### src/rtl/lmx_pkg.sv
// Shared types, codes and constants for the Lamport mutual exclusion node.
// Used by lmx_front, lmx_back and lamport_mutex_node; depends on nothing.
`default_nettype none

package lmx_pkg;

	localparam int MAX_NODES = 16;
	localparam int TIME_BITS = 15;
	localparam int NODE_W    = $clog2(MAX_NODES);
	localparam int QDEPTH    = 2;
	localparam int QPTR_W    = $clog2(QDEPTH);

	localparam logic [TIME_BITS-1:0] CLOCK_MAX = {TIME_BITS{1'b1}};

	// operation field
	localparam logic [1:0] OP_LOCAL_REQ = 2'd0;
	localparam logic [1:0] OP_LOCAL_REL = 2'd1;
	localparam logic [1:0] OP_RECEIVED  = 2'd2;

	// msg_type field
	localparam logic [1:0] MSG_REQUEST = 2'd0;
	localparam logic [1:0] MSG_REPLY   = 2'd1;
	localparam logic [1:0] MSG_RELEASE = 2'd2;
	localparam logic [1:0] MSG_DONE    = 2'd3;

	// action field
	localparam logic [2:0] ACT_NONE    = 3'd0;
	localparam logic [2:0] ACT_REQUEST = 3'd1;
	localparam logic [2:0] ACT_REPLY   = 3'd2;
	localparam logic [2:0] ACT_RELEASE = 3'd3;
	localparam logic [2:0] ACT_ERROR   = 3'd4;

	// classified command kinds
	localparam logic [2:0] K_NONE    = 3'd0;
	localparam logic [2:0] K_ERROR   = 3'd1;
	localparam logic [2:0] K_LREQ    = 3'd2;
	localparam logic [2:0] K_LREL    = 3'd3;
	localparam logic [2:0] K_RX_REQ  = 3'd4;
	localparam logic [2:0] K_RX_REPL = 3'd5;
	localparam logic [2:0] K_RX_REL  = 3'd6;
	localparam logic [2:0] K_RX_DONE = 3'd7;

	localparam logic [0:0] CFG_OWN_ID        = 1'd0;
	localparam logic [0:0] CFG_PROCESS_COUNT = 1'd1;

	typedef struct packed {
		logic [3:0] own_id;
		logic [4:0] process_count;
	} cfg_t;

	typedef struct packed {
		logic [2:0]           kind;
		logic [3:0]           sender;
		logic [TIME_BITS-1:0] msg_time;
	} cmd_t;

	function automatic logic [TIME_BITS-1:0] clock_inc(input logic [TIME_BITS-1:0] c);
		return (c == CLOCK_MAX) ? c : c + 1'b1;
	endfunction

endpackage

`default_nettype wire

### src/rtl/lmx_front.sv
// Front end: checks and classifies each incoming request, then queues it.
// Depends on lmx_pkg.
`default_nettype none

module lmx_front (
	input  wire logic                          clk,
	input  wire logic                          arst_n,
	input  wire lmx_pkg::cfg_t                 cfg,
	input  wire logic                          item_valid,
	output logic                               item_stall,
	input  wire logic [1:0]                    operation,
	input  wire logic [1:0]                    msg_type,
	input  wire logic [3:0]                    sender,
	input  wire logic [lmx_pkg::TIME_BITS-1:0] msg_time,
	output logic                               cmd_valid,
	output lmx_pkg::cmd_t                      cmd,
	input  wire logic                          cmd_pop
);

	lmx_pkg::cmd_t                   fifo_q [lmx_pkg::QDEPTH];
	logic [lmx_pkg::QPTR_W-1:0]      wr_q;
	logic [lmx_pkg::QPTR_W-1:0]      rd_q;
	logic [lmx_pkg::QPTR_W:0]        count_q;
	lmx_pkg::cmd_t                   cls;
	logic                            own_ok;
	logic                            snd_ok;
	logic                            push;

	always_comb begin
		own_ok = 32'(cfg.own_id) < lmx_pkg::MAX_NODES;
		snd_ok = (sender != cfg.own_id) && ({1'b0, sender} < cfg.process_count) &&
			(32'(sender) < lmx_pkg::MAX_NODES);
		cls.sender   = sender;
		cls.msg_time = msg_time;
		case (operation)
			lmx_pkg::OP_LOCAL_REQ: cls.kind = own_ok ? lmx_pkg::K_LREQ : lmx_pkg::K_ERROR;
			lmx_pkg::OP_LOCAL_REL: cls.kind = own_ok ? lmx_pkg::K_LREL : lmx_pkg::K_ERROR;
			lmx_pkg::OP_RECEIVED: begin
				if (!snd_ok) begin
					cls.kind = lmx_pkg::K_ERROR;
				end else begin
					case (msg_type)
						lmx_pkg::MSG_REQUEST: cls.kind = lmx_pkg::K_RX_REQ;
						lmx_pkg::MSG_REPLY:   cls.kind = lmx_pkg::K_RX_REPL;
						lmx_pkg::MSG_RELEASE: cls.kind = lmx_pkg::K_RX_REL;
						default:              cls.kind = lmx_pkg::K_RX_DONE;
					endcase
				end
			end
			default: cls.kind = lmx_pkg::K_NONE;
		endcase
	end

	assign item_stall = (count_q == (lmx_pkg::QPTR_W+1)'(lmx_pkg::QDEPTH));
	assign push       = item_valid && !item_stall;
	assign cmd_valid  = (count_q != '0);
	assign cmd        = fifo_q[rd_q];

	always_ff @(posedge clk) begin
		if (push) begin
			fifo_q[wr_q] <= cls;
		end
	end

	always_ff @(posedge clk or negedge arst_n) begin
		if (!arst_n) begin
			wr_q    <= '0;
			rd_q    <= '0;
			count_q <= '0;
		end else begin
			if (push) begin
				wr_q <= wr_q + 1'b1;
			end
			if (cmd_pop) begin
				rd_q <= rd_q + 1'b1;
			end
			if (push && !cmd_pop) begin
				count_q <= count_q + 1'b1;
			end else if (!push && cmd_pop) begin
				count_q <= count_q - 1'b1;
			end
		end
	end

endmodule

`default_nettype wire

### src/rtl/lmx_back.sv
// Back end: carries out queued commands on the clock, request table and
// tallies, scans the table for its head and registers one result per command.
// Depends on lmx_pkg.
`default_nettype none

module lmx_back (
	input  wire logic                          clk,
	input  wire logic                          arst_n,
	input  wire lmx_pkg::cfg_t                 cfg,
	input  wire logic                          cmd_valid,
	input  wire lmx_pkg::cmd_t                 cmd,
	output logic                               cmd_pop,
	output logic                               result_valid,
	input  wire logic                          result_stall,
	output logic [2:0]                         action,
	output logic [3:0]                         dest,
	output logic [lmx_pkg::TIME_BITS-1:0]      stamp,
	output logic                               granted,
	output logic [3:0]                         done_total
);

	localparam logic [1:0] ST_IDLE   = 2'd0;
	localparam logic [1:0] ST_APPLY  = 2'd1;
	localparam logic [1:0] ST_SCAN   = 2'd2;
	localparam logic [1:0] ST_FINISH = 2'd3;

	localparam int TW = lmx_pkg::TIME_BITS;
	localparam int NW = lmx_pkg::NODE_W;

	logic [1:0]                 state_q;
	lmx_pkg::cmd_t              cmd_q;
	logic                       applied_q;
	logic [TW-1:0]              clock_q;
	logic                       valid_q [lmx_pkg::MAX_NODES];
	logic [TW-1:0]              time_q  [lmx_pkg::MAX_NODES];
	logic [4:0]                 reply_q;
	logic [3:0]                 done_q;
	logic                       waiting_q;
	logic [2:0]                 action_q;
	logic [3:0]                 dest_q;
	logic [TW-1:0]              stamp_q;
	logic [NW-1:0]              scan_q;
	logic                       best_valid_q;
	logic [NW-1:0]              best_idx_q;
	logic [TW-1:0]              best_time_q;
	logic                       result_valid_q;
	logic [2:0]                 res_action_q;
	logic [3:0]                 res_dest_q;
	logic [TW-1:0]              res_stamp_q;
	logic                       res_granted_q;
	logic [3:0]                 res_done_q;

	logic [TW-1:0]              inc1;
	logic [TW-1:0]              rx1;
	logic [TW-1:0]              rx2;
	logic [NW-1:0]              own_idx;
	logic [NW-1:0]              snd_idx;
	logic                       head_own;
	logic                       take;
	logic                       scan_last;
	logic [4:0]                 needed;
	logic                       grant_now;
	logic                       out_free;
	logic                       fin_load;

	always_comb begin
		inc1      = lmx_pkg::clock_inc(clock_q);
		rx1       = lmx_pkg::clock_inc((cmd_q.msg_time > clock_q) ? cmd_q.msg_time : clock_q);
		rx2       = lmx_pkg::clock_inc(rx1);
		own_idx   = NW'(cfg.own_id);
		snd_idx   = NW'(cmd_q.sender);
		head_own  = best_valid_q && (32'(best_idx_q) == 32'(cfg.own_id));
		take      = valid_q[scan_q] && (!best_valid_q || (time_q[scan_q] < best_time_q));
		scan_last = (scan_q == NW'(lmx_pkg::MAX_NODES - 1));
		needed    = (cfg.process_count >= 5'd2) ? cfg.process_count - 5'd2 : 5'd0;
		grant_now = waiting_q && (32'(cfg.own_id) < lmx_pkg::MAX_NODES) && head_own &&
			(reply_q == needed);
		out_free  = !result_valid_q || !result_stall;
		fin_load  = (state_q == ST_FINISH) && out_free;
	end

	assign cmd_pop = (state_q == ST_IDLE) && cmd_valid;

	// table timestamps hold no reset; valid bits guard them
	always_ff @(posedge clk) begin
		if (state_q == ST_APPLY) begin
			if (cmd_q.kind == lmx_pkg::K_LREQ) begin
				time_q[own_idx] <= inc1;
			end else if (cmd_q.kind == lmx_pkg::K_RX_REQ) begin
				time_q[snd_idx] <= cmd_q.msg_time;
			end
		end
	end

	always_ff @(posedge clk or negedge arst_n) begin
		if (!arst_n) begin
			state_q      <= ST_IDLE;
			cmd_q        <= '0;
			applied_q    <= 1'b0;
			clock_q      <= '0;
			for (int i = 0; i < lmx_pkg::MAX_NODES; i++) begin
				valid_q[i] <= 1'b0;
			end
			reply_q      <= '0;
			done_q       <= '0;
			waiting_q    <= 1'b0;
			action_q     <= lmx_pkg::ACT_NONE;
			dest_q       <= '0;
			stamp_q      <= '0;
			scan_q       <= '0;
			best_valid_q <= 1'b0;
		end else begin
			case (state_q)
				ST_IDLE: begin
					if (cmd_valid) begin
						cmd_q        <= cmd;
						applied_q    <= 1'b0;
						action_q     <= lmx_pkg::ACT_NONE;
						dest_q       <= '0;
						stamp_q      <= '0;
						scan_q       <= '0;
						best_valid_q <= 1'b0;
						// a release needs the head before it acts
						state_q <= (cmd.kind == lmx_pkg::K_LREL) ? ST_SCAN : ST_APPLY;
					end
				end
				ST_APPLY: begin
					applied_q    <= 1'b1;
					scan_q       <= '0;
					best_valid_q <= 1'b0;
					state_q      <= (cmd_q.kind == lmx_pkg::K_LREL) ? ST_FINISH : ST_SCAN;
					case (cmd_q.kind)
						lmx_pkg::K_ERROR: begin
							action_q <= lmx_pkg::ACT_ERROR;
						end
						lmx_pkg::K_LREQ: begin
							clock_q          <= inc1;
							valid_q[own_idx] <= 1'b1;
							reply_q          <= '0;
							waiting_q        <= 1'b1;
							action_q         <= lmx_pkg::ACT_REQUEST;
							stamp_q          <= inc1;
						end
						lmx_pkg::K_LREL: begin
							if (head_own) begin
								valid_q[own_idx] <= 1'b0;
								waiting_q        <= 1'b0;
								clock_q          <= inc1;
								action_q         <= lmx_pkg::ACT_RELEASE;
								stamp_q          <= inc1;
							end else begin
								action_q <= lmx_pkg::ACT_ERROR;
							end
						end
						lmx_pkg::K_RX_REQ: begin
							valid_q[snd_idx] <= 1'b1;
							clock_q          <= rx2;
							action_q         <= lmx_pkg::ACT_REPLY;
							dest_q           <= cmd_q.sender;
							stamp_q          <= rx2;
						end
						lmx_pkg::K_RX_REPL: begin
							clock_q <= rx1;
							if (reply_q != 5'd31) begin
								reply_q <= reply_q + 5'd1;
							end
						end
						lmx_pkg::K_RX_REL: begin
							clock_q          <= rx1;
							valid_q[snd_idx] <= 1'b0;
						end
						lmx_pkg::K_RX_DONE: begin
							clock_q <= rx1;
							if (done_q != 4'd15) begin
								done_q <= done_q + 4'd1;
							end
						end
						default: begin
						end
					endcase
				end
				ST_SCAN: begin
					if (take) begin
						best_valid_q <= 1'b1;
					end
					scan_q <= scan_q + 1'b1;
					if (scan_last) begin
						state_q <= applied_q ? ST_FINISH : ST_APPLY;
					end
				end
				ST_FINISH: begin
					if (out_free) begin
						state_q <= ST_IDLE;
					end
				end
				default: state_q <= ST_IDLE;
			endcase
		end
	end

	// head candidate payload; best_valid_q qualifies it
	always_ff @(posedge clk) begin
		if (state_q == ST_SCAN && take) begin
			best_idx_q  <= scan_q;
			best_time_q <= time_q[scan_q];
		end
	end

	always_ff @(posedge clk or negedge arst_n) begin
		if (!arst_n) begin
			result_valid_q <= 1'b0;
		end else if (fin_load) begin
			result_valid_q <= 1'b1;
		end else if (!result_stall) begin
			result_valid_q <= 1'b0;
		end
	end

	always_ff @(posedge clk) begin
		if (fin_load) begin
			res_action_q  <= action_q;
			res_dest_q    <= dest_q;
			res_stamp_q   <= stamp_q;
			res_granted_q <= grant_now;
			res_done_q    <= done_q;
		end
	end

	assign result_valid = result_valid_q;
	assign action       = res_action_q;
	assign dest         = res_dest_q;
	assign stamp        = res_stamp_q;
	assign granted      = res_granted_q;
	assign done_total   = res_done_q;

endmodule

`default_nettype wire

### src/rtl/lamport_mutex_node.sv
// Top level of one Lamport mutual exclusion node: configuration registers,
// front end (classify and queue) and back end (execute, scan, result).
// Depends on lmx_pkg, lmx_front and lmx_back.
//
//   channel   handshake               payload
//   item      item_valid/item_stall   operation, msg_type, sender, msg_time
//   result    result_valid/result_stall  action, dest, stamp, granted, done_total
//   config    cfg_we                  cfg_index, cfg_data
//
// In the back end each request is picked up, updates state, has the request table
// scanned for its head (one entry a cycle, every table entry; a local release scans
// before it updates) and has its result registered. A two-entry queue lets the front
// take requests while the back works. Reset clears the clock, tallies and table valid
// bits at once. A stalled result holds the back end; the front stalls on a full queue.
`default_nettype none

module lamport_mutex_node (
	input  wire logic                          clk,
	input  wire logic                          arst_n,
	input  wire logic                          cfg_we,
	input  wire logic [0:0]                    cfg_index,
	input  wire logic [4:0]                    cfg_data,
	input  wire logic                          item_valid,
	output logic                               item_stall,
	input  wire logic [1:0]                    operation,
	input  wire logic [1:0]                    msg_type,
	input  wire logic [3:0]                    sender,
	input  wire logic [lmx_pkg::TIME_BITS-1:0] msg_time,
	output logic                               result_valid,
	input  wire logic                          result_stall,
	output logic [2:0]                         action,
	output logic [3:0]                         dest,
	output logic [lmx_pkg::TIME_BITS-1:0]      stamp,
	output logic                               granted,
	output logic [3:0]                         done_total
);

	lmx_pkg::cfg_t cfg_q;
	logic          cmd_valid;
	lmx_pkg::cmd_t cmd;
	logic          cmd_pop;

	always_ff @(posedge clk or negedge arst_n) begin
		if (!arst_n) begin
			cfg_q.own_id        <= 4'd1;
			cfg_q.process_count <= 5'd2;
		end else if (cfg_we) begin
			case (cfg_index)
				lmx_pkg::CFG_OWN_ID:        cfg_q.own_id        <= cfg_data[3:0];
				lmx_pkg::CFG_PROCESS_COUNT: cfg_q.process_count <= cfg_data;
				default: begin
				end
			endcase
		end
	end

	lmx_front u_front (
		.clk        (clk),
		.arst_n     (arst_n),
		.cfg        (cfg_q),
		.item_valid (item_valid),
		.item_stall (item_stall),
		.operation  (operation),
		.msg_type   (msg_type),
		.sender     (sender),
		.msg_time   (msg_time),
		.cmd_valid  (cmd_valid),
		.cmd        (cmd),
		.cmd_pop    (cmd_pop)
	);

	lmx_back u_back (
		.clk          (clk),
		.arst_n       (arst_n),
		.cfg          (cfg_q),
		.cmd_valid    (cmd_valid),
		.cmd          (cmd),
		.cmd_pop      (cmd_pop),
		.result_valid (result_valid),
		.result_stall (result_stall),
		.action       (action),
		.dest         (dest),
		.stamp        (stamp),
		.granted      (granted),
		.done_total   (done_total)
	);

	// a release gives up the critical section
	a_release_no_grant: assert property (@(posedge clk) disable iff (!arst_n)
		result_valid && action == lmx_pkg::ACT_RELEASE |-> !granted)
		else $error("grant reported with a release");

	// only a reply carries a destination
	a_dest_only_reply: assert property (@(posedge clk) disable iff (!arst_n)
		result_valid && action != lmx_pkg::ACT_REPLY |-> dest == 4'd0)
		else $error("destination set on a non-reply result");

	// no message goes out with an error or with no action
	a_quiet_no_stamp: assert property (@(posedge clk) disable iff (!arst_n)
		result_valid && (action == lmx_pkg::ACT_ERROR || action == lmx_pkg::ACT_NONE)
		|-> stamp == '0)
		else $error("stamp set on a result that sends nothing");

	// a reply stamp comes from a clock advanced on receipt and again for the reply
	a_reply_stamp: assert property (@(posedge clk) disable iff (!arst_n)
		result_valid && action == lmx_pkg::ACT_REPLY |-> stamp >= 2)
		else $error("reply stamp too small");

endmodule

`default_nettype wire

### config.mk
export PLATFORM = sky130hd
export DESIGN_NAME = lamport_mutex_node
export DESIGN_NICKNAME = d
export VERILOG_FILES = /design/src/rtl/lmx_pkg.sv /design/src/rtl/lmx_front.sv /design/src/rtl/lmx_back.sv /design/src/rtl/lamport_mutex_node.sv
export SDC_FILE = /design/constraint.sdc
export NUM_CORES = 1
export LEC_CHECK = 0
export BUFFER_PORTS_ARGS = -buffer_cell sky130_fd_sc_hd__buf_2
export CAP_MARGIN = 20
export CORE_MARGIN = 5
export CORE_UTILIZATION = 59
export DETAILED_ROUTE_END_ITERATION = 8
export PLACE_DENSITY = 0.8
export SLEW_MARGIN = 20
export SYNTH_ARGS = -nofsm -noshare
export SYNTH_HDL_FRONTEND = slang
export SYNTH_HIERARCHICAL = 1
export SYNTH_SLANG_ARGS = --single-unit
### constraint.sdc
create_clock -name clk -period 13.8 [get_ports clk]
set_input_delay 0.69 -clock clk [delete_from_list [all_inputs] [get_ports clk]]
set_output_delay 0.69 -clock clk [all_outputs]
set_load 0.005 [all_outputs]
==> summary.json <==
{
  "cell_with_the_largest_stage_delay_on_the_worst_path": "or4_1",
  "crit_type": "flip-flop to flip-flop",
  "io_buffers": 62,
  "critPathMostFrequentCell": "ha_1",
  "wl_per_cell_um": 25.3,
  "core-area_mm2": 0.0343,
  "antenna_found_initial": 1,
  "dp_slack_ps": 7830,
  "postSynth.topFlopCell": "edfxtp_1",
  "power_density_mw_per_mm2": 231,
  "setup_total_negative_slack_ps": 0,
  "cts.root.buffer_cell": "clkbuf_16",
  "timing.critical_path.buf_inv": 2,
  "fin_crit_sh_pct": 44.4,
  "top_level_ports": 63,
  "grt_max_degree": 61,
  "drt_wl_total_mm": 51.2,
  "place_area_mm2": 0.0212,
  "ant_nets": 0,
  "final_core_util_pct": 66.1,
  "finalNetCount": 1610,
  "cts_max_level": 2,
  "setup_slack_ps": 7680,
  "final.setup_skew_ps": 23.2,
  "ys_types": 93,
  "mostFrequentLayoutCell": "edfxtp_1",
  "grt_setup_unrepaired": "false",
  "area.growth.synth_to_final_pct": 11.3,
  "peakVddDrop_mv": 0.151,
  "rows": 68,
  "first_global_vias": 13200,
  "drcViolationCount": 0,
  "layout-drive-gt1-share_pct": 21.1,
  "ctsLongestPathBuffers": 3,
  "gp_routability_congestion": 0.945,
  "avgSynthCellArea_um2": 13.9,
  "die_height_um": 196,
  "path_max_fanout": 17,
  "netlist_area_mm2": 0.0204,
  "fillCellCount": 2400,
  "tritoncts": "built",
  "ctsResizeCount": 0,
  "status": "finished clean",
  "critical-path-top-delay-family": "simple AND/OR/NAND/NOR gates",
  "number_of_enable_type_register_cells_in_the_synthesized_netlist": 330,
  "floorplan.die.width_um": 196,
  "max_freq_mhz": 163,
  "timing_max_transition_violations_final": 0,
  "grt_pass1_wl_mm": 78.1,
  "post_detail_place_hpwl_mm": 32.7,
  "clock_sinks": 437,
  "antennaDiodeCount": 0,
  "cp_slowest_stage_delay_ps": 800,
  "numCtsBuffers": 44,
  "path_cells": "inv_1 -> ha_1 -> nand4_2 -> or4_1 -> o21ai_4 -> mux2i_1 -> inv_1 -> ha_1 -> o21ai_1 -> a21oi_1 -> o211a_1 -> xor2_1 -> ha_1 -> nand2_1 -> nor4_4 -> and3_1 -> xor2_1 -> o221ai_1",
  "arrival_ps": 6530,
  "clk_pin_slew_worst_paths_ps": 60,
  "synth_nets": 1538,
  "ys_ff_latch": 437,
  "initial_utilization_pct": 59.4,
  "overflow": 0,
  "clock_insertion_delay_worst_skew_ps": 580,
  "slew_headroom_pct": 29.4,
  "final_design_area_no_fill_mm2": 0.0227,
  "num_vias": 13000,
  "warning_count_from_the_yosys_run": 6,
  "postSynthCellCount": 1463,
  "worstSetupStartpointType": "flip-flop",
  "setup_viol": 0,
  "worstHoldPathType": "input port to asynchronous set/reset pin",
  "via_per_inst": 6.43,
  "ys_seq_area_share_pct": 61.8,
  "worst-slew-pin-transition_ps": 1060,
  "final-hold-violation-count": 0,
  "max_cap_violations": 0,
  "fin_crit_ps": 6120,
  "drtIter0Drc": 1417,
  "critPathRequiredTime_ps": 14200,
  "critPathCaptureType": "flip-flop",
  "drt-pass1-iter-count": 6,
  "most_frequent_cells_in_the_layout": "330 x edfxtp_1, 143 x nand2_1, 103 x dfrtp_1, 92 x nor2_1, 80 x mux4_2",
  "power.leakage_nw": 8.26,
  "die_area_mm2": 0.0383,
  "synthArstFlopShare_pct": 24.5,
  "cts_hold_buffers": 0,
  "grt.total_usage_pct": 26.8,
  "cts_setup_buffers": 0
}
==> cell families after synthesis <==
family                   after synthesis  share of synthesized area, %
adder cells (fa/ha/maj)               41                          2.52
buffers and inverters                121                          2.45
AND/OR/NAND/NOR                      414                          10.2
multiplexers                         137                          12.0
flip-flops                           437                          61.8
AO/OA/AOI/OAI                        265                          8.95
XOR/XNOR                              48                          2.10
==> cell type report <==
cell class	instances	area, um2	area share (%)
flip-flops and latches	437	12600	55.6
multi-input cells	905	7330	32.3
clock buffers	57	1170	5.16
repair buffers	97	579	2.56
well taps	455	569	2.51
clock inverters	25	231	1.02
inverters	50	188	0.828
==> routing by layer <==
layer	routed length (um)	global-route usage (%)
met1	20500	36.3
met2	25400	44.9
met3	3630	4.40
met4	1610	8.87
met5	20	0
==> registers in the layout (all words and copies together), names as in the netlist, 4 cells and up <==
name and flops:
u_back/done_q 4, u_back/stamp 15, cfg_q 9, u_back/done_total 4
u_back/dest 4, u_back/time_q 240, u_front/fifo_q 44, u_back/cmd_q 18
u_back/best_time_q 15, u_back/scan_q 4, u_back/dest_q 4, u_back/snd_idx 4
u_back/best_idx_q 4, u_back/clock_q 15, u_back/stamp_q 15, u_back/reply_q 5
u_back/valid_q 16
==> worst paths after layout <==
check | startpoint | to | slack [ps] | cells past startpoint
setup / recovery | u_back/clock_q[3] | u_back/stamp_q[0] | 7680 | 18
hold / removal | arst_n | u_back/cmd_q[3] | 150 | 1
setup reg to reg | u_back/clock_q[3] | u_back/stamp_q[0] | 7680 | 18
hold reg to reg | u_back/stamp_q[4] | u_back/stamp[4] | 450 | 0
max in group asynchronous | arst_n | u_back/cmd_q[2] | 12350 | 2
min in group clk | msg_time[4] | u_front/fifo_q[1][4] | 300 | 1
==> power breakdown <==
part	total (mW)	leakage, nW	internal (mW)	switching [mW]
Clock	1.16	0.682	0.660	0.497
Sequential	2.02	4.38	1.76	0.262
Combinational	2.06	3.19	0.811	1.25
==> synth_stat cells, types with 4 or more instances <==
cell type / instances / area, um2
mux2_2: 32 / 360
buf_2: 8 / 40.0
o221ai_1: 15 / 131
edfxtp_1: 330 / 9910
nand4_1: 13 / 81.3
nor3_1: 33 / 165
or3_1: 8 / 50.1
o22a_1: 8 / 70.1
a21oi_1: 65 / 325
a21o_1: 12 / 90.1
mux2_4: 5 / 75.1
nor2b_1: 4 / 25.0
nor4_4: 4 / 85.1
mux2i_1: 19 / 190
inv_1: 47 / 176
ha_1: 41 / 513
a31oi_1: 32 / 200
dfrtp_1: 105 / 2630
mux4_2: 80 / 1800
clkbuf_1: 49 / 184
a211oi_1: 6 / 45.0
nand2_1: 143 / 537
and2_1: 4 / 25.0
nor4_1: 12 / 75.1
o22ai_1: 5 / 31.3
o21ai_1: 7 / 35.0
o21ai_0: 53 / 265
and3_1: 13 / 81.3
buf_6: 4 / 45.0
xnor2_1: 28 / 245
or2_2: 8 / 50.1
buf_1: 9 / 33.8
nand3_1: 36 / 180
o211ai_1: 10 / 75.1
xor2_1: 19 / 166
nor2_1: 95 / 357
a311oi_1: 5 / 43.8
nand2b_1: 12 / 75.1
==> through the flow <==
step                hold slack, ps  power, mW  std cells
floorplan                      394       3.47       1463
global placement               434       4.00       1943
detailed placement             441       4.04       1943
CTS                            168       5.23       2025
global route                   189       5.53       2026
finish                         154       5.24       2026
(Power assumes the default switching activity.)
